File: config.mk
export PLATFORM = sky130hd
export DESIGN_NAME = c2s_cordic_cell
export DESIGN_NICKNAME = d
export VERILOG_FILES = /design/src/assert_macros.svh /design/src/c2s_pkg.sv /design/src/c2s_cordic_cell.sv
export SDC_FILE = /design/constraint.sdc
export NUM_CORES = 1
export LEC_CHECK = 0
export ABC_AREA = 1
export ABC_CLOCK_PERIOD_IN_PS = 6600
export BUFFER_PORTS_ARGS = -buffer_cell sky130_fd_sc_hd__buf_4
export CAP_MARGIN = 25
export CORE_MARGIN = 2
export CORE_UTILIZATION = 45
export DETAILED_ROUTE_END_ITERATION = 16
export PLACE_DENSITY = 0.72
export SLEW_MARGIN = 20
export SYNTH_ARGS = -nofsm -noshare
export SYNTH_HDL_FRONTEND = slang
export SYNTH_SLANG_ARGS = --single-unit
File: constraint.sdc
create_clock -name i_clk -period 6.6 [get_ports i_clk]
set_input_delay 1.32 -clock i_clk [delete_from_list [all_inputs] [get_ports i_clk]]
set_output_delay 1.32 -clock i_clk [all_outputs]
set_load 0.01 [all_outputs]
File: src/assert_macros.svh
// Assertion helpers used by the conversion unit
`ifndef ASSERT_MACROS_SVH
`define ASSERT_MACROS_SVH
`ifndef SYNTHESIS
`define C2S_ASSERT(label, clk, rst_n, prop) \
    label: assert property (@(posedge clk) disable iff (!rst_n) (prop)) \
        else $error("c2s assertion failed");
`define C2S_ASSERT_ANY(label, clk, prop) \
    label: assert property (@(posedge clk) (prop)) \
        else $error("c2s assertion failed");
`else
`define C2S_ASSERT(label, clk, rst_n, prop)
`define C2S_ASSERT_ANY(label, clk, prop)
`endif
`endif

File: src/c2s_pkg.sv
package c2s_pkg;

    localparam int COORD_WIDTH   = 16;
    localparam int CORDIC_STAGES = 16;
    localparam int RHO_FRAC      = 8;
    localparam int ANG_FRAC      = 4;

    // square root datapath
    localparam int SQ_W        = 2 * COORD_WIDTH;
    localparam int SUM_W       = SQ_W + 1;
    localparam int RAD_W       = 2 * COORD_WIDTH + 2 * RHO_FRAC;
    localparam int ROOT_W      = RAD_W / 2;
    localparam int REM_W       = ROOT_W + 2;
    localparam int SQRT_STAGES = ROOT_W;

    // CORDIC datapath
    localparam int DAT_W = ROOT_W + 4;
    localparam int ACC_W = 22;
    localparam int IDX_W = 5;
    localparam int ANG_W = 17;
    localparam int RAD_OUT_W = 16;
    localparam int POL_W = 16;

    // pipeline stage numbering
    localparam int PRE_STAGE = 2 + SQRT_STAGES;
    localparam int OUT_STAGE = PRE_STAGE + CORDIC_STAGES + 1;
    localparam int NUM_STAGES = OUT_STAGE + 1;

    typedef logic signed [COORD_WIDTH-1:0] t_coord;
    typedef logic signed [DAT_W-1:0]       t_dat;
    typedef logic signed [ACC_W-1:0]       t_acc;
    typedef logic signed [ANG_W-1:0]       t_ang;

    localparam t_acc HALF_PI_ACC = t_acc'(262144);
    localparam t_acc NEG_HALF_PI_ACC = t_acc'(-262144);
    localparam t_ang PI_OUT = t_ang'(32768);
    localparam t_ang NEG_PI_OUT = t_ang'(-32768);

    typedef struct packed {
        t_dat x;
        t_dat y;
        t_acc acc;
    } t_vec;

    // data that rides along with a point
    typedef struct packed {
        t_coord                 x;
        t_coord                 y;
        t_coord                 z;
        logic                   origin;
        logic                   xy_zero;
        logic [RAD_OUT_W-1:0]   radius;
    } t_side;

    // round(atan(2^-i) * 2^19 / pi)
    function automatic t_acc atan_entry(input logic [IDX_W-1:0] idx);
        t_acc a;
        case (idx)
            5'd0:  a = t_acc'(131072);
            5'd1:  a = t_acc'(77376);
            5'd2:  a = t_acc'(40884);
            5'd3:  a = t_acc'(20753);
            5'd4:  a = t_acc'(10417);
            5'd5:  a = t_acc'(5213);
            5'd6:  a = t_acc'(2607);
            5'd7:  a = t_acc'(1304);
            5'd8:  a = t_acc'(652);
            5'd9:  a = t_acc'(326);
            5'd10: a = t_acc'(163);
            5'd11: a = t_acc'(81);
            5'd12: a = t_acc'(41);
            5'd13: a = t_acc'(20);
            5'd14: a = t_acc'(10);
            5'd15: a = t_acc'(5);
            5'd16: a = t_acc'(3);
            5'd17: a = t_acc'(1);
            5'd18: a = t_acc'(1);
            default: a = '0;
        endcase
        return a;
    endfunction

    // fold left half plane into right half, accumulator starts opposite
    function automatic t_vec pre_rotate(input t_dat x, input t_dat y);
        t_vec v;
        v.x   = x;
        v.y   = y;
        v.acc = '0;
        if (x[DAT_W-1]) begin
            if (!y[DAT_W-1]) begin
                v.x   = y;
                v.y   = -x;
                v.acc = HALF_PI_ACC;
            end else begin
                v.x   = -y;
                v.y   = x;
                v.acc = NEG_HALF_PI_ACC;
            end
        end
        return v;
    endfunction

    // floor((acc + 8) / 16), clamped to +/- pi
    function automatic t_ang final_angle(input t_acc acc);
        logic signed [ACC_W:0]          t;
        logic signed [ACC_W-ANG_FRAC:0] q;
        t_ang                           r;
        t = {acc[ACC_W-1], acc} + (ACC_W+1)'(1 << (ANG_FRAC - 1));
        q = t[ACC_W:ANG_FRAC];
        if (q > (ACC_W-ANG_FRAC+1)'(PI_OUT)) begin
            r = PI_OUT;
        end else if (q < (ACC_W-ANG_FRAC+1)'(NEG_PI_OUT)) begin
            r = NEG_PI_OUT;
        end else begin
            r = q[ANG_W-1:0];
        end
        return r;
    endfunction

endpackage

File: src/c2s_cordic_cell.sv
// One CORDIC vectoring micro-rotation
module c2s_cordic_cell (
    input  logic                        i_clk,
    input  logic                        i_en,
    input  logic [c2s_pkg::IDX_W-1:0]   i_stage,
    input  c2s_pkg::t_vec               i_vec,
    output c2s_pkg::t_vec               o_vec
);

    c2s_pkg::t_vec r_vec;
    c2s_pkg::t_dat dx;
    c2s_pkg::t_dat dy;
    c2s_pkg::t_acc ang;

    assign dx  = i_vec.y >>> i_stage;
    assign dy  = i_vec.x >>> i_stage;
    assign ang = c2s_pkg::atan_entry(i_stage);

    // steer by sign of y, zero counts as positive
    always_ff @(posedge i_clk) begin
        if (i_en) begin
            if (!i_vec.y[c2s_pkg::DAT_W-1]) begin
                r_vec.x   <= i_vec.x + dx;
                r_vec.y   <= i_vec.y - dy;
                r_vec.acc <= i_vec.acc + ang;
            end else begin
                r_vec.x   <= i_vec.x - dx;
                r_vec.y   <= i_vec.y + dy;
                r_vec.acc <= i_vec.acc - ang;
            end
        end
    end

    assign o_vec = r_vec;

endmodule

==> flow_summary.yaml <==
run_status:
  status: "finished, final reports clean"
power:
  p_seq_frac: 0.273
  pwr_density_cell_mw_per_mm2: 215
  p_clk_frac: 0.194
  peakVddDrop_mv: 0.110
  switching_share: 0.424
  p_sw_mw: 1.20
  total_power_mw: 2.83
  total_leakage_power_nw: 6.70
  p_comb_frac: 0.533
  intPower_mw: 1.63
placement:
  globalplace.congestion: 0.955
  io_buffers: 162
  dp_slack_ns: 0.843
  hpwl_mm: 30.6
  placed_area_mm2: 0.0129
  dpl.cell_count: 2276
route:
  wl_per_cell_um: 16.6
  drc_errors: 0
  vias: 12900
  routed_wl_mm: 38.1
  first_iter_violations: 1501
  dr.pass1.iters: 7
  ant_nets: 0
  via_per_inst: 5.62
sta:
  grt_setup_unrepaired: "false"
  final_hold_viol_count: 0
  fmax_mhz: 184
  drv_slew: 0
  fin_crit_sh: 0.824
  setup_viol: 0
  worstMarginPinSlew_ns: 0.825
  setup_tns_ns: 0
  relSlewSlack: 0.448
  period_minus_slack_ns: 5.44
  final.setup.worst_slack_ns: 1.16
worst_setup_path:
  critPathMaxStageDelay_ns: 0.48
  start_kind: "input port"
  cp.required_ns: 6.71
  worstSetupEndpointType: "flop"
  path_max_fanout: 28
  crit_type: "in -> reg"
  cp_slowest_cell: "nor4_1"
  worstPathArrival_ns: 5.54
floorplanning:
  die_area_mm2: 0.0268
  die_y_um: 164
  initial_core_util: 0.458
  row_count: 58
  core-area_mm2: 0.0251
  chipWidth_um: 164
  pin_count: 163
global_routing:
  grt_pass1_wl_mm: 59.9
  grt_use_total: 0.280
  grt_overflow: 0
  grt_pass1_vias: 11800
  grt_start_max_net_pins: 79
  antenna_found_initial: 0
logic_synthesis:
  yosys-top-cells-area: "edfxtp_1 20%, nand2_1 20%, nand3_1 13%"
  async_reset_ff_frac: 0
  synth_cell_types: 46
  synth_edf_count: 78
  synth_area_per_cell_um2: 6.26
  syn-instance-count: 1835
  synth_area_leader_cell: "edfxtp_1"
  synth_fp_nets: 2012
  synth_ff_type: "edfxtp_1"
  synth_seq_cells: 78
  yosysWarnings: 0
  synth_top_area_frac: 0.204
  synth_area_mm2: 0.0115
  ys_seq_area_frac: 0.204
layout:
  final_area_mm2: 0.0132
  area_growth_pct: 14.8
  fin_cells: 2293
  diodes: 0
  drive_above_1_share: 0.123
  nets: 2135
  largest_reg_flops: 78
clock_network:
  cts-root-buf: "clkbuf_16"
  ctsResizeCount: 0
  cts_sinks: 78
  postCtsHoldBufs: 0
  cts.clk_slew.worst_paths_ns: 0.07
  cts_buffers: 9
  post-cts-setup-buffer-count: 0
  clk_path_buf_depth: 2
  cts_tree: "built"
  htreeDepth: 3
worst_hold_path:
  hp-class: "in -> reg"
flow_run:
  cap_violations: 0
## layout make-up
cell class	instances	area, um2
Tap cell	330	413
Fill cell	2663	11900
Clock buffer	10	229
Timing Repair Buffer	179	1380
Multi-Input combinational cell	1539	8200
Sequential cell	78	2340
Clock inverter	6	70.1
Inverter	151	567
## metal layers
metal | track usage | up-vias | wire length, um
met5 | 0 | - | 0
met3 | 0.0328 | 65 | 2880
met2 | 0.467 | 567 | 17600
met1 | 0.379 | 5882 | 16600
li1 | - | 6384 | -
met4 | 0.0841 | 0 | 1040
## cell families (layout without fill, tap and decap cells)
| kind of cell | after synthesis | count (layout) | share of synthesized area |
|---|---|---|---|
| AND/OR/NAND/NOR | 1112 | 1112 | 0.414 |
| AO/OA/AOI/OAI | 226 | 226 | 0.114 |
| buffers and inverters | 218 | 346 | 0.0833 |
| XOR/XNOR | 109 | 109 | 0.0831 |
| adder cells (fa/ha/maj) | 92 | 92 | 0.102 |
| flip-flops | 78 | 78 | 0.204 |
## worst max-delay path, delay by kind of cell
family | cells | cell delay, ns
xor gates and xnor gates | 1 | 0.14
AOI/OAI and AO/OA | 1 | 0.10
adders and majority gates | 1 | 0.38
buffers and inverters | 5 | 0.80
and+or+nand+nor | 19 | 2.76
## placed cells by master (no fill, tap or decap), drive strengths merged, types with 3 or more instances in the layout
cell | synthesis | layout
o21bai | 6 | 6
nand2 | 635 | 635
a21oi | 107 | 107
nor2 | 132 | 132
nand3 | 299 | 299
buf | 55 | 179
a31oi | 9 | 9
o21a | 7 | 7
o211ai | 9 | 9
xnor2 | 29 | 29
ha | 89 | 89
a21o | 4 | 4
inv | 151 | 153
clkbuf | 12 | 10
o221ai | 3 | 3
nor3 | 10 | 10
nand4 | 24 | 24
nor4 | 3 | 3
o21ai | 75 | 75
clkinvlp | 0 | 3
edfxtp | 78 | 78
fa | 3 | 3
xor2 | 80 | 80
nand3b | 5 | 5
## Yosys cell counts (3+ instances only)
| master | count |
|---|---|
| edfxtp_1 | 78 |
| a21oi_1 | 101 |
| clkbuf_1 | 12 |
| o21a_1 | 7 |
| o21bai_1 | 6 |
| xor2_1 | 80 |
| a21o_1 | 4 |
| o21ai_1 | 13 |
| buf_4 | 10 |
| o221ai_1 | 3 |
| nand2_2 | 10 |
| a21oi_4 | 3 |
| nand3_1 | 299 |
| a21oi_2 | 3 |
| nor2_1 | 117 |
| a31oi_1 | 9 |
| nand2_1 | 624 |
| buf_1 | 9 |
| o211ai_1 | 9 |
| nand3b_1 | 5 |
| buf_2 | 27 |
| nor4_1 | 3 |
| inv_2 | 9 |
| nor2_2 | 11 |
| fa_1 | 3 |
| nor3_1 | 10 |
| nand4_1 | 22 |
| ha_1 | 89 |
| buf_6 | 9 |
| inv_1 | 142 |
| nor2_4 | 4 |
| o21ai_0 | 59 |
| xnor2_1 | 29 |
## power by group through the flow
stage	clock [mW]	combinational (mW)	sequential [mW]
floorplan	0	0.927	0.854
global placement	0	1.48	0.784
detailed placement	0	1.49	0.785
CTS	0.547	1.50	0.776
global route	0.569	1.68	0.785
finish	0.551	1.51	0.773
## worst paths after layout
check / start / end / slack, ns / depth (start not counted)
max: i_stage[1] / o_vec[47] / 1.16 / 27
min: i_vec[22] / o_vec[22] / 1.30 / 2
## metrics by stage
stage          utilization  hold WS (ns)
2_1_floorplan            -          1.43
4_1_cts              0.524          1.29
6_report             0.525          1.30
3_5_place_dp         0.512          1.65
3_3_place_gp         0.512          1.63
5_1_grt              0.525          1.29
(Power assumes the default switching activity.)
