[config.mk]
export PLATFORM = sky130hd
export DESIGN_NAME = c2s_sqrt_cell
export DESIGN_NICKNAME = d
export VERILOG_FILES = /design/src/assert_macros.svh /design/src/c2s_pkg.sv /design/src/c2s_sqrt_cell.sv
export SDC_FILE = /design/constraint.sdc
export NUM_CORES = 1
export LEC_CHECK = 0
export ABC_AREA = 1
export BUFFER_PORTS_ARGS = -buffer_cell sky130_fd_sc_hd__clkbuf_2
export CORE_MARGIN = 4
export CORE_UTILIZATION = 25
export DETAILED_ROUTE_END_ITERATION = 6
export PLACE_DENSITY = 0.51
export SYNTH_ARGS = -nofsm -noshare
export SYNTH_HDL_FRONTEND = slang
export SYNTH_SLANG_ARGS = --single-unit
[constraint.sdc]
create_clock -name i_clk -period 3.8 [get_ports i_clk]
set_input_delay 1.14 -clock i_clk [delete_from_list [all_inputs] [get_ports i_clk]]
set_output_delay 1.14 -clock i_clk [all_outputs]
set_load 0.02 [all_outputs]
[src/assert_macros.svh]
// Assertion helpers used by the conversion unit
`ifndef ASSERT_MACROS_SVH
`define ASSERT_MACROS_SVH
`ifndef SYNTHESIS
`define C2S_ASSERT(label, clk, rst_n, prop) \
    label: assert property (@(posedge clk) disable iff (!rst_n) (prop)) \
        else $error("c2s assertion failed");
`define C2S_ASSERT_ANY(label, clk, prop) \
    label: assert property (@(posedge clk) (prop)) \
        else $error("c2s assertion failed");
`else
`define C2S_ASSERT(label, clk, rst_n, prop)
`define C2S_ASSERT_ANY(label, clk, prop)
`endif
`endif

[src/c2s_pkg.sv]
package c2s_pkg;

    localparam int COORD_WIDTH   = 16;
    localparam int CORDIC_STAGES = 16;
    localparam int RHO_FRAC      = 8;
    localparam int ANG_FRAC      = 4;

    // square root datapath
    localparam int SQ_W        = 2 * COORD_WIDTH;
    localparam int SUM_W       = SQ_W + 1;
    localparam int RAD_W       = 2 * COORD_WIDTH + 2 * RHO_FRAC;
    localparam int ROOT_W      = RAD_W / 2;
    localparam int REM_W       = ROOT_W + 2;
    localparam int SQRT_STAGES = ROOT_W;

    // CORDIC datapath
    localparam int DAT_W = ROOT_W + 4;
    localparam int ACC_W = 22;
    localparam int IDX_W = 5;
    localparam int ANG_W = 17;
    localparam int RAD_OUT_W = 16;
    localparam int POL_W = 16;

    // pipeline stage numbering
    localparam int PRE_STAGE = 2 + SQRT_STAGES;
    localparam int OUT_STAGE = PRE_STAGE + CORDIC_STAGES + 1;
    localparam int NUM_STAGES = OUT_STAGE + 1;

    typedef logic signed [COORD_WIDTH-1:0] t_coord;
    typedef logic signed [DAT_W-1:0]       t_dat;
    typedef logic signed [ACC_W-1:0]       t_acc;
    typedef logic signed [ANG_W-1:0]       t_ang;

    localparam t_acc HALF_PI_ACC = t_acc'(262144);
    localparam t_acc NEG_HALF_PI_ACC = t_acc'(-262144);
    localparam t_ang PI_OUT = t_ang'(32768);
    localparam t_ang NEG_PI_OUT = t_ang'(-32768);

    typedef struct packed {
        t_dat x;
        t_dat y;
        t_acc acc;
    } t_vec;

    // data that rides along with a point
    typedef struct packed {
        t_coord                 x;
        t_coord                 y;
        t_coord                 z;
        logic                   origin;
        logic                   xy_zero;
        logic [RAD_OUT_W-1:0]   radius;
    } t_side;

    // round(atan(2^-i) * 2^19 / pi)
    function automatic t_acc atan_entry(input logic [IDX_W-1:0] idx);
        t_acc a;
        case (idx)
            5'd0:  a = t_acc'(131072);
            5'd1:  a = t_acc'(77376);
            5'd2:  a = t_acc'(40884);
            5'd3:  a = t_acc'(20753);
            5'd4:  a = t_acc'(10417);
            5'd5:  a = t_acc'(5213);
            5'd6:  a = t_acc'(2607);
            5'd7:  a = t_acc'(1304);
            5'd8:  a = t_acc'(652);
            5'd9:  a = t_acc'(326);
            5'd10: a = t_acc'(163);
            5'd11: a = t_acc'(81);
            5'd12: a = t_acc'(41);
            5'd13: a = t_acc'(20);
            5'd14: a = t_acc'(10);
            5'd15: a = t_acc'(5);
            5'd16: a = t_acc'(3);
            5'd17: a = t_acc'(1);
            5'd18: a = t_acc'(1);
            default: a = '0;
        endcase
        return a;
    endfunction

    // fold left half plane into right half, accumulator starts opposite
    function automatic t_vec pre_rotate(input t_dat x, input t_dat y);
        t_vec v;
        v.x   = x;
        v.y   = y;
        v.acc = '0;
        if (x[DAT_W-1]) begin
            if (!y[DAT_W-1]) begin
                v.x   = y;
                v.y   = -x;
                v.acc = HALF_PI_ACC;
            end else begin
                v.x   = -y;
                v.y   = x;
                v.acc = NEG_HALF_PI_ACC;
            end
        end
        return v;
    endfunction

    // floor((acc + 8) / 16), clamped to +/- pi
    function automatic t_ang final_angle(input t_acc acc);
        logic signed [ACC_W:0]          t;
        logic signed [ACC_W-ANG_FRAC:0] q;
        t_ang                           r;
        t = {acc[ACC_W-1], acc} + (ACC_W+1)'(1 << (ANG_FRAC - 1));
        q = t[ACC_W:ANG_FRAC];
        if (q > (ACC_W-ANG_FRAC+1)'(PI_OUT)) begin
            r = PI_OUT;
        end else if (q < (ACC_W-ANG_FRAC+1)'(NEG_PI_OUT)) begin
            r = NEG_PI_OUT;
        end else begin
            r = q[ANG_W-1:0];
        end
        return r;
    endfunction

endpackage

[src/c2s_sqrt_cell.sv]
// One digit of a restoring square root: two radicand bits in, one root bit out
module c2s_sqrt_cell (
    input  logic                         i_clk,
    input  logic                         i_en,
    input  logic [c2s_pkg::RAD_W-1:0]    i_rad,
    input  logic [c2s_pkg::REM_W-1:0]    i_rem,
    input  logic [c2s_pkg::ROOT_W-1:0]   i_root,
    output logic [c2s_pkg::RAD_W-1:0]    o_rad,
    output logic [c2s_pkg::REM_W-1:0]    o_rem,
    output logic [c2s_pkg::ROOT_W-1:0]   o_root
);

    logic [c2s_pkg::RAD_W-1:0]  r_rad;
    logic [c2s_pkg::REM_W-1:0]  r_rem;
    logic [c2s_pkg::ROOT_W-1:0] r_root;
    logic [c2s_pkg::REM_W-1:0]  rem_sh;
    logic [c2s_pkg::REM_W:0]    diff;

    // trial subtract of 4*root+1 from the shifted remainder
    assign rem_sh = {i_rem[c2s_pkg::REM_W-3:0], i_rad[c2s_pkg::RAD_W-1 -: 2]};
    assign diff   = {1'b0, rem_sh} - {1'b0, i_root, 2'b01};

    always_ff @(posedge i_clk) begin
        if (i_en) begin
            r_rad <= {i_rad[c2s_pkg::RAD_W-3:0], 2'b00};
            if (!diff[c2s_pkg::REM_W]) begin
                r_rem  <= diff[c2s_pkg::REM_W-1:0];
                r_root <= {i_root[c2s_pkg::ROOT_W-2:0], 1'b1};
            end else begin
                r_rem  <= rem_sh;
                r_root <= {i_root[c2s_pkg::ROOT_W-2:0], 1'b0};
            end
        end
    end

    assign o_rad  = r_rad;
    assign o_rem  = r_rem;
    assign o_root = r_root;

endmodule

==> results of run 1 <==
## through the flow
stage | cell area (sq um) | util, %
2_1_floorplan | 5428 | -
3_3_place_gp | 6656 | 31.47
3_5_place_dp | 6656 | 31.47
4_1_cts | 6943 | 32.82
5_1_grt | 6943 | 32.82
6_report | 6943 | 32.82
## layer usage
| metal | part of all wire [%] | global-route usage [%] | wire, microns |
|---|---|---|---|
| met5 | 0 | 0 | 0 |
| met3 | 7.2 | 3.366 | 1102 |
| met1 | 46 | 16.32 | 6983 |
| met4 | 1.4 | 3.668 | 208 |
| met2 | 45 | 20.38 | 6909 |
## cell usage in the layout (no fill, tap or decap), drive strengths merged
master and count:
and2 2, o21ai 5, buf 3, a21oi 14
conb 2, ha 25, clkinv 3, a21o 1
edfxtp 96, nand3 54, xor2 13, nand2 206
nor2 29, clkbuf 201, o21bai 3, xnor2 2
nor3 3, nand4 6, or2 1, nand3b 3
and3 1, inv 118
## report_power, final
part / total, W / internal (W) / switching, W / leakage (nW)
clock network: 0.000909 / 0.000459 / 0.000450 / 0.142
registers: 0.00131 / 0.00129 / 0.0000262 / 0.939
logic: 0.000697 / 0.000231 / 0.000466 / 2.50
total: 0.00292 / 0.00198 / 0.000943 / 3.58
## state kept, by name (all words and copies together) (netlist names)
register  count
o_rem        26
o_rad        46
o_root       24
## worst max path at each step
stage                     from         to  cells past startpoint
finish               i_root[7]  o_rem[25]                     13
floorplan           i_root[22]  o_rem[22]                     11
global route        i_root[11]  o_rem[25]                     11
CTS                  i_root[7]  o_rem[25]                     13
global placement    i_root[17]  o_rem[25]                      9
detailed placement   i_root[7]  o_rem[25]                     13
## area by class of cell
type	instances	share of cell area (%)
timing repair buffer	195	14.34
clock buffer	9	3.244
inverter	114	6.163
tap	275	4.956
multi-input combinational	370	28.89
clock inverter	7	0.8830
sequential	96	41.52
## logic make-up after synthesis
group                      after synthesis
buffers and inverters                  123
and+or+nand+nor                        305
adders and majority gates               25
other                                    1
AOI/OAI and AO/OA                       23
DFF                                     96
xor gates and xnor gates                15
==> metrics.txt, run 1 <==
status completed; Compound-Gate Fraction of Synth Area 2.514%; # diodes 0; top cell type's share of synthesized area 53.15%; WHS Path Cells 1; WP buf/inv 4; slowest CP cell ha_1; EDFF count, synth 96; Synth top cells by count nand2_1 (204), inv_1 (112), edfxtp_1 (96), nand3_1 (31), nor2_1 (27); Die ar. ~0.024 sq mm; cts repair resizes 0; 1st-iter DRT viols between 150 and 200; Power Total roughly 0.0029 W; Seq/Total Area, Yosys 53.15%; Antenna Nets Post-Route 0; fin worst setup slack roughly 0.96 ns; CP top delay family simple AND/OR/NAND/NOR gates; final period utilization between 70% and 80%; Most used DFF post-synth edfxtp_1; Synth Cell Area roughly 0.0054 sq mm; largest net degree at the start of global routing 54; cell chain of the critical path clkbuf_2 > inv_1 > ha_1 > nand2_1 > inv_1 > nand2_1 > nand2_1 > inv_1 > nand3_2 > nand3_4 > nand3_4 > nand3_1 > nand2_1; footprint of the multi-input gates 0.002006 sq mm; DR vias about 4,400; CORE AREA between 0.02 and 0.025 sq mm; setup TNS 0 ns; CTS sink cnt 96; Final nets 911; grt ovf 0; port bufs 193; root buffer selected by CTS clkbuf_16; Final setup viols 0; Synth Area in Simple Gates around a quarter; vias in the first global route between 4,000 and 5,000; row count 53; CP Launch Type primary input; Fin. Hold Viols 0; top-count cell post-synth nand2_1; register area 0.002883 sq mm; final WL approximately 15,000 microns; most used cell, CP nand2_1; Post-Synth Adder-Cell Area under 10%; CP Class in -> reg; static leakage 3.581 nW; hold endpoint o_rad[43]; Die Width around 160 microns; I/O pin cnt ~200; normalized max-slew margin slightly above 60%; Max Slew Vio Count 0; CTS max path bufs 2; PwrDens between 400 and 500 mW/mm^2; DRC viols 0; peak supply drop ~0.00018 V; top cells by area, synth edfxtp_1 (53%), nand2_1 (14%), inv_1 (7.8%); # fillers 2,264; initial antenna violation count 0; cell count after synthesis ~590; Synth warnings 0; post-placement cell count between 1,000 and 1,500; fin cells 1,066; global-route wire length before repair ~23,000 microns; endpoint class of the critical path register; post-synthesis mux area share 0%; area grow syn2layout 28.00%; DP Worst Slack roughly 0.58 ns; Fin Hold WS ~0.95 ns; clock slew at reported path FFs about 0.08 ns; All-Layer GR Usage between 10% and 20%; fmax 0.3517 GHz; crit-path max cell delay around 0.33 ns; number of synthesized register bits 96; setup bufs post-CTS 0; H-tree levels 3; clock period minus worst slack ~2.8 ns; RSZ-0062 raised after global routing no; most area-hungry cell type in the Yosys netlist edfxtp_1; post-synth cell types 34; Least-Margin Pin Slew ~0.56 ns; routed len/inst around 14 microns; drt via density 4.082; share of synthesized registers carrying an async set or reset 0%; main combinational cell family by area after synthesis simple AND/OR/NAND/NOR gates; Final HPWL DP around 12,000 microns; ratio of cells with drive above 1 in the final layout 31.23%; CTS Buf Count 9; beginning of the worst hold path i_rad[41]; xor/xnor share of the synthesized area between 2 and 2.5%; Starting Density between 20% and 30%; Req. time, crit path ~3.9 ns; syn avg cell area just over 9 sq um; worst min path class in -> reg; # hold bufs at CTS 0; GPL Wtd Cong between 0.8 and 0.9; WP data arrival ~2.9 ns; Die Ht 155.3 microns; CTS tree built; max cap viols 0; CP max FO 28; first drt pass iteration count 4
Note: power is estimated with default switching activity, not from simulation.
==> run 2: changes to the inputs <==
- PLACE_DENSITY: 0.51 -> 0.53
- clock period: 3.8 -> 2.5 ns (I/O delays scaled with it)
==> run 2 against run 1 <==
  * First-iteration DRC count down 15%
  * Worst setup slack worse by 0.65 ns
  * Sequential share of layout area down 3.2 points
  * Sequential power up 53%
  * Sequential cell count unchanged
  * Non-clock buffer count up 60
  * Critical path depth down 1
  * Hold slack worse by 0.38 ns
  * Clock power up 91%
  * Via count up 5.4%
  * Utilization up 2.8 points
  * Power up 69%
  * Highest routed layer unchanged
==> metrics.txt, run 2 (synthesis results as in run 1) <==
status completed; DP Worst Slack -0.07777 ns (-0.6529 ns); ratio of cells with drive above 1 in the final layout 36.12% (+4.9 points); grt ovf 0 (unchanged); fmax approximately 0.46 GHz; Die Ht 155.3 microns (unchanged); final WL 15,870 microns (+4.4%); CTS max path bufs 2 (unchanged); Max Slew Vio Count 0 (unchanged); setup TNS 0 ns (unchanged); vias in the first global route 4,535 (+4.6%); # hold bufs at CTS 0 (unchanged); row count 53 (unchanged); CP Launch Type primary input; # diodes 0 (unchanged); CP Class in -> reg; Final setup viols 0 (unchanged); GPL Wtd Cong 0.8310 (+2.4%); drt via density 4.075 (-0.17%); peak supply drop 0.0002809 V (+53%); Req. time, crit path 2.61 ns (-1.26 ns); worst min path class in -> reg; root buffer selected by CTS clkbuf_16; I/O pin cnt 198 (unchanged); most common cell after layout, fill and taps aside nand2_1; setup bufs post-CTS 0 (unchanged); Antenna Nets Post-Route 0 (unchanged); CTS Buf Count 9 (unchanged); final period utilization between 80% and 90%; port bufs 193 (unchanged); endpoint class of the critical path register; All-Layer GR Usage 13.11% (+0.61 points); most used cell, CP nand2_2; static leakage 3.932 nW (+9.8%); largest net degree at the start of global routing 48 (-11%); cts repair resizes 0 (unchanged); fin worst setup slack 0.3053 ns (-0.6514 ns); CTS tree built; clock slew at reported path FFs 0.07 ns (about the same); CORE AREA 0.02115 sq mm (unchanged); fin area 0.007532 sq mm (+8.5%); max cap viols 0 (unchanged); DR vias 4,584 (+5.4%); H-tree levels 3 (unchanged); crit-path max cell delay 0.32 ns (about the same); 1st-iter DRT viols 160 (-15%); Final HPWL DP 12,860 microns (+6.9%); area grow syn2layout 38.87%; clock period minus worst slack about 2.2 ns; post-placement cell count 1,110 (+5.7%); DP Area 0.007169 sq mm (+7.7%); global-route wire length before repair 24,380 microns (+4.2%); Final nets 971 (+6.6%); Die ar. 0.02412 sq mm (unchanged); # fillers 2,235 (-1.3%); most frequent cells in the layout nand2_1 (204), clkbuf_2 (192), inv_1 (112); WHS Path Cells 1 (unchanged); initial antenna violation count 0 (unchanged); fin cells 1,125 (+5.5%); routed len/inst 14.10 microns (-1.1%); Starting Density 25.64% (unchanged); beginning of the worst hold path i_rad[15]; RSZ-0062 raised after global routing no; Power Total 0.004942 W (+69%); number of flip-flops under the largest register name 46 (unchanged); Die Width 155.3 microns (unchanged); CTS sink cnt 96 (unchanged); DRC viols 0 (unchanged); CP max FO 7 (-75%); PwrDens 656.1 mW/mm^2 (+56%); slowest CP cell ha_1; cell chain of the critical path clkbuf_2 > inv_1 > ha_1 > nand2_2 > nor2_4 > inv_2 > o21ai_2 > nand2_2 > and2_4 > buf_4 > nand3_2 > nand2_1; first drt pass iteration count 5 (+1); hold endpoint o_rad[17]; Fin. Hold Viols 0 (unchanged); WP data arrival 2.30 ns (-0.61 ns)
==> run 2: cell count changes in the layout (fill, tap and decap cells not counted) <==
cell	delta
buf_4	+55
clkinv_1	-1
inv_8	-2
bufinv_16	+4
clkinv_4	-2
buf_12	+5
==> run 2: area by class of cell <==
type	instances	area, sq um	share of cell area, %
inverters	114	427.9	5.681
repair buffers	255	1509	20.03
clock buffers	9	225.2	2.990
clock inverters	6	137.6	1.827
well taps	275	344.1	4.568
multi-input cells	370	2006	26.63
flip-flops and latches	96	2883	38.27
==> run 2: metal layers <==
layer / global-route usage (%) / routed length, microns / up-vias / share of wire (%)
li1: - / - / 2388 / -
met1: 16.51 / 6850 / 2030 / 43
met2: 22.10 / 7521 / 155 / 47
met3: 3.199 / 1278 / 11 / 8.1
met4: 4.335 / 215 / 0 / 1.4
met5: 0 / 0 / - / 0
==> run 2: power by group <==
part / total (W) / internal [W] / switching (W)
clock: 0.00174 / 0.00108 / 0.000656
combinational: 0.00121 / 0.000470 / 0.000739
sequential: 0.00200 / 0.00196 / 0.0000377
total: 0.00494 / 0.00351 / 0.00143
==> run 2: critical path, delay by kind of cell <==
| kind | cells | cell delay (ns) |
|---|---|---|
| adder cells (fa/ha/maj) | 1 | 0.32 |
| buffers and inverters | 4 | 0.39 |
| AO/OA/AOI/OAI | 1 | 0.20 |
| AND/OR/NAND/NOR | 6 | 0.64 |
==> run 2: how the worst max path moves through the flow <==
stage	end	slack [ns]	cells past startpoint	start
global placement	o_rem[21]	-0.07	10	i_root[17]
global route	o_rem[25]	0.13	12	i_root[7]
detailed placement	o_rem[21]	-0.08	10	i_root[17]
finish	o_rem[5]	0.31	12	i_root[15]
floorplan	o_rem[22]	0.12	11	i_root[22]
CTS	o_rem[5]	0.29	12	i_root[15]
==> run 2: through the flow <==
step / utilization [%] / hold WS (ns)
after floorplan: - / 0.8489
after global placement: 33.89 / 0.9268
after detailed placement: 33.89 / 0.9291
after CTS: 35.61 / 0.5542
after global routing: 35.61 / 0.5463
final: 35.61 / 0.5680
==> run 3: changes to the inputs <==
- ABC_AREA: 1 -> unset
- PLACE_DENSITY: 0.53 -> 0.54
==> run 3 against run 2 <==
  * Via count down 15%
  * Critical endpoint is now o_rem[25]
  * First-iteration DRC count is 39% lower
  * The run now ends with negative setup slack left
  * Sequential cell count did not move
  * Utilization rose by 4.6 points
  * Global-route usage shrank 0.47 points
  * Combinational power rose by 16%
  * Die area decreased by 12%
  * Clock power fell by 20%
  * Critical path depth decreased by 1
  * Worst setup slack worse by 0.43 ns
  * Non-clock buffer count up 43
  * Count of clock-buffer cells in the layout unchanged
==> metrics.txt, run 3 <==
status complete, but fails checks; failing checks negative setup slack; initial antenna violation count 0 (unchanged); ratio of cells with drive above 1 in the final layout 59.57% (+23 points); Most used DFF post-synth edfxtp_1; final WL 13,410 microns (-15%); Die Ht 145.6 microns (-6.2%); top cell type's share of synthesized area 60.89% (+7.7 points); top cells by area, synth edfxtp_1 (61%), ha_1 (6.6%), mux2_4 (5.4%); Final setup viols 24 (+24); global-route wire length before repair 21,520 microns (-12%); Synth Cell Area 0.004735 sq mm (-13%); max cap viols 0 (unchanged); fmax 0.3808 GHz (-16%); root buffer selected by CTS clkbuf_16; cell count after synthesis 354 (-40%); row count 50 (-5.7%); WP data arrival 2.74 ns (+0.44 ns); peak supply drop 0.0002884 V (+2.7%); worst min path class in -> reg; Synth warnings 0 (unchanged); Layout Utilization 40.19% (+4.6 points); area grow syn2layout 58.27%; Final HPWL DP 10,710 microns (-17%); most common cell after layout, fill and taps aside clkbuf_2; Synth top cells by count edfxtp_1 (96), inv_1 (29), a21oi_1 (25), ha_1 (25); CORE AREA 0.01864 sq mm (-12%); final period utilization 105.1% (+17 points); Die Width 145.6 microns (-6.2%); drt via density 4.378 (+7.4%); GPL Wtd Cong 0.8023 (-3.5%); Starting Density 25.40% (-0.24 points); CTS max path bufs 2 (unchanged); top-count cell post-synth edfxtp_1; Die ar. 0.02120 sq mm (-12%); fin worst setup slack -0.1264 ns (-0.4317 ns); most area-hungry cell type in the Yosys netlist edfxtp_1; # hold bufs at CTS 0 (unchanged); share of synthesized registers carrying an async set or reset 0% (unchanged); CP Class in -> reg; EDFF count, synth 96 (unchanged); number of synthesized register bits 96 (unchanged); port bufs 193 (unchanged); most frequent cells in the layout clkbuf_2 (191), buf_4 (97), edfxtp_1 (96); DP Worst Slack -0.8391 ns (-0.7614 ns); I/O pin cnt 198 (unchanged); DR vias 3,905 (-15%); endpoint class of the critical path register; CTS Buf Count 9 (unchanged); # diodes 0 (unchanged); vias in the first global route 4,146 (-8.6%); All-Layer GR Usage 12.64% (-0.47 points); CP Launch Type primary input; Fin. Hold Viols 0 (unchanged); syn avg cell area 13.37 sq um (+45%); CTS tree built; CP max FO 5 (-2); PwrDens 639.2 mW/mm^2 (-2.6%); Fin Hold WS 0.5708 ns (+0.002763 ns); 1st-iter DRT viols 97 (-39%); largest net degree at the start of global routing 46 (-4.2%); setup TNS -1.952 ns (-1.952 ns); number of flip-flops under the largest register name 46 (unchanged); Antenna Nets Post-Route 0 (unchanged); DRC viols 0 (unchanged); Final nets 778 (-20%); grt ovf 0 (unchanged); routed len/inst 15.03 microns (+6.6%); Max Slew Vio Count 0 (unchanged); clock period minus worst slack 2.626 ns (+0.4316 ns); Seq/Total Area, Yosys 60.89% (+7.7 points); CTS sink cnt 96 (unchanged); RSZ-0062 raised after global routing yes; first drt pass iteration count 4 (-1); clock slew at reported path FFs 0.08 ns (about the same); H-tree levels 3 (unchanged); post-synth cell types 48 (+41%); Req. time, crit path 2.61 ns (about the same); static leakage 3.402 nW (-13%)
run 3: changes by cell type after synthesis, sizes merged, moves of 12 or more:
cell	change
a21oi	+12
inv	-85
mux2	+24
nand2	-185
nand3	-47
o21ai	+12
xnor2	+12
run 3: what timing repair did:
item | CTS | global route
endpoints found under the setup margin | 26 | 26
pin swaps | 10 | 13
buffers inserted | 6 | 3
resized for setup | 33 | 34
cloned | 1 | 0
run 3: per-layer routing:
metal | vias up | share of wire (%) | global-route usage [%]
met1 | 1863 | 43 | 15.47
li1 | 1916 | - | -
met5 | - | 0 | 0
met2 | 117 | 50 | 21.85
met3 | 9 | 5.6 | 3.675
met4 | 0 | 1.1 | 3.419
run 3: path summary, 6_finish.rpt:
kind / from / end / cells after the start
worst max-delay path: i_root[18] / o_rem[25] / 11
worst min-delay path: i_rad[23] / o_rad[25] / 1
run 3: power breakdown:
group | switching [W] | internal, W | leakage [nW] | total, W
Clock | 0.000682 | 0.000709 | 0.144 | 0.00139
Sequential | 0.0000411 | 0.00196 | 0.939 | 0.00200
Combinational | 0.000726 | 0.000674 | 2.32 | 0.00140
Total | 0.00145 | 0.00334 | 3.40 | 0.00479
run 3: logic make-up (layout without fill, tap and decap cells):
kind of cell | Yosys count | after routing | share of synthesized area (%)
AO/OA/AOI/OAI | 68 | 68 | 9.488
XOR/XNOR | 22 | 22 | 4.070
adder cells (fa/ha/maj) | 25 | 25 | 6.607
buffers and inverters | 40 | 343 | 3.699
flip-flops | 96 | 96 | 60.89
multiplexers | 25 | 25 | 7.267
other | 1 | 2 | 0.07921
AND/OR/NAND/NOR | 77 | 77 | 7.902
run 3: final cells by class:
type | instances | area [sq um]
fillers | 1836 | 11150
flip-flops and latches | 96 | 2883
repair buffers | 298 | 1849
well taps | 234 | 292.8
inverters | 29 | 121.4
multi-input cells | 219 | 2049
clock inverters | 7 | 72.57
clock buffers | 9 | 225.2
run 3: stage by stage:
step | cell area [sq um] | total power, W | instances
after floorplan | 4842 | 0.002739 | 355
after global placement | 6787 | 0.003297 | 867
after detailed placement | 6787 | 0.003308 | 867
after CTS | 7320 | 0.004803 | 890
after global routing | 7493 | 0.005044 | 892
final | 7493 | 0.004790 | 892
run 3: critical path, stage by stage:
cell,delay (ns)
clkbuf_2,0.09
inv_1,0.04
ha_1,0.33
a21oi_1,0.23
o21ai_0,0.16
a21oi_1,0.18
nor2_1,0.07
a211oi_2,0.29
o41ai_4,0.15
xor2_1,0.16
mux2_2,0.28
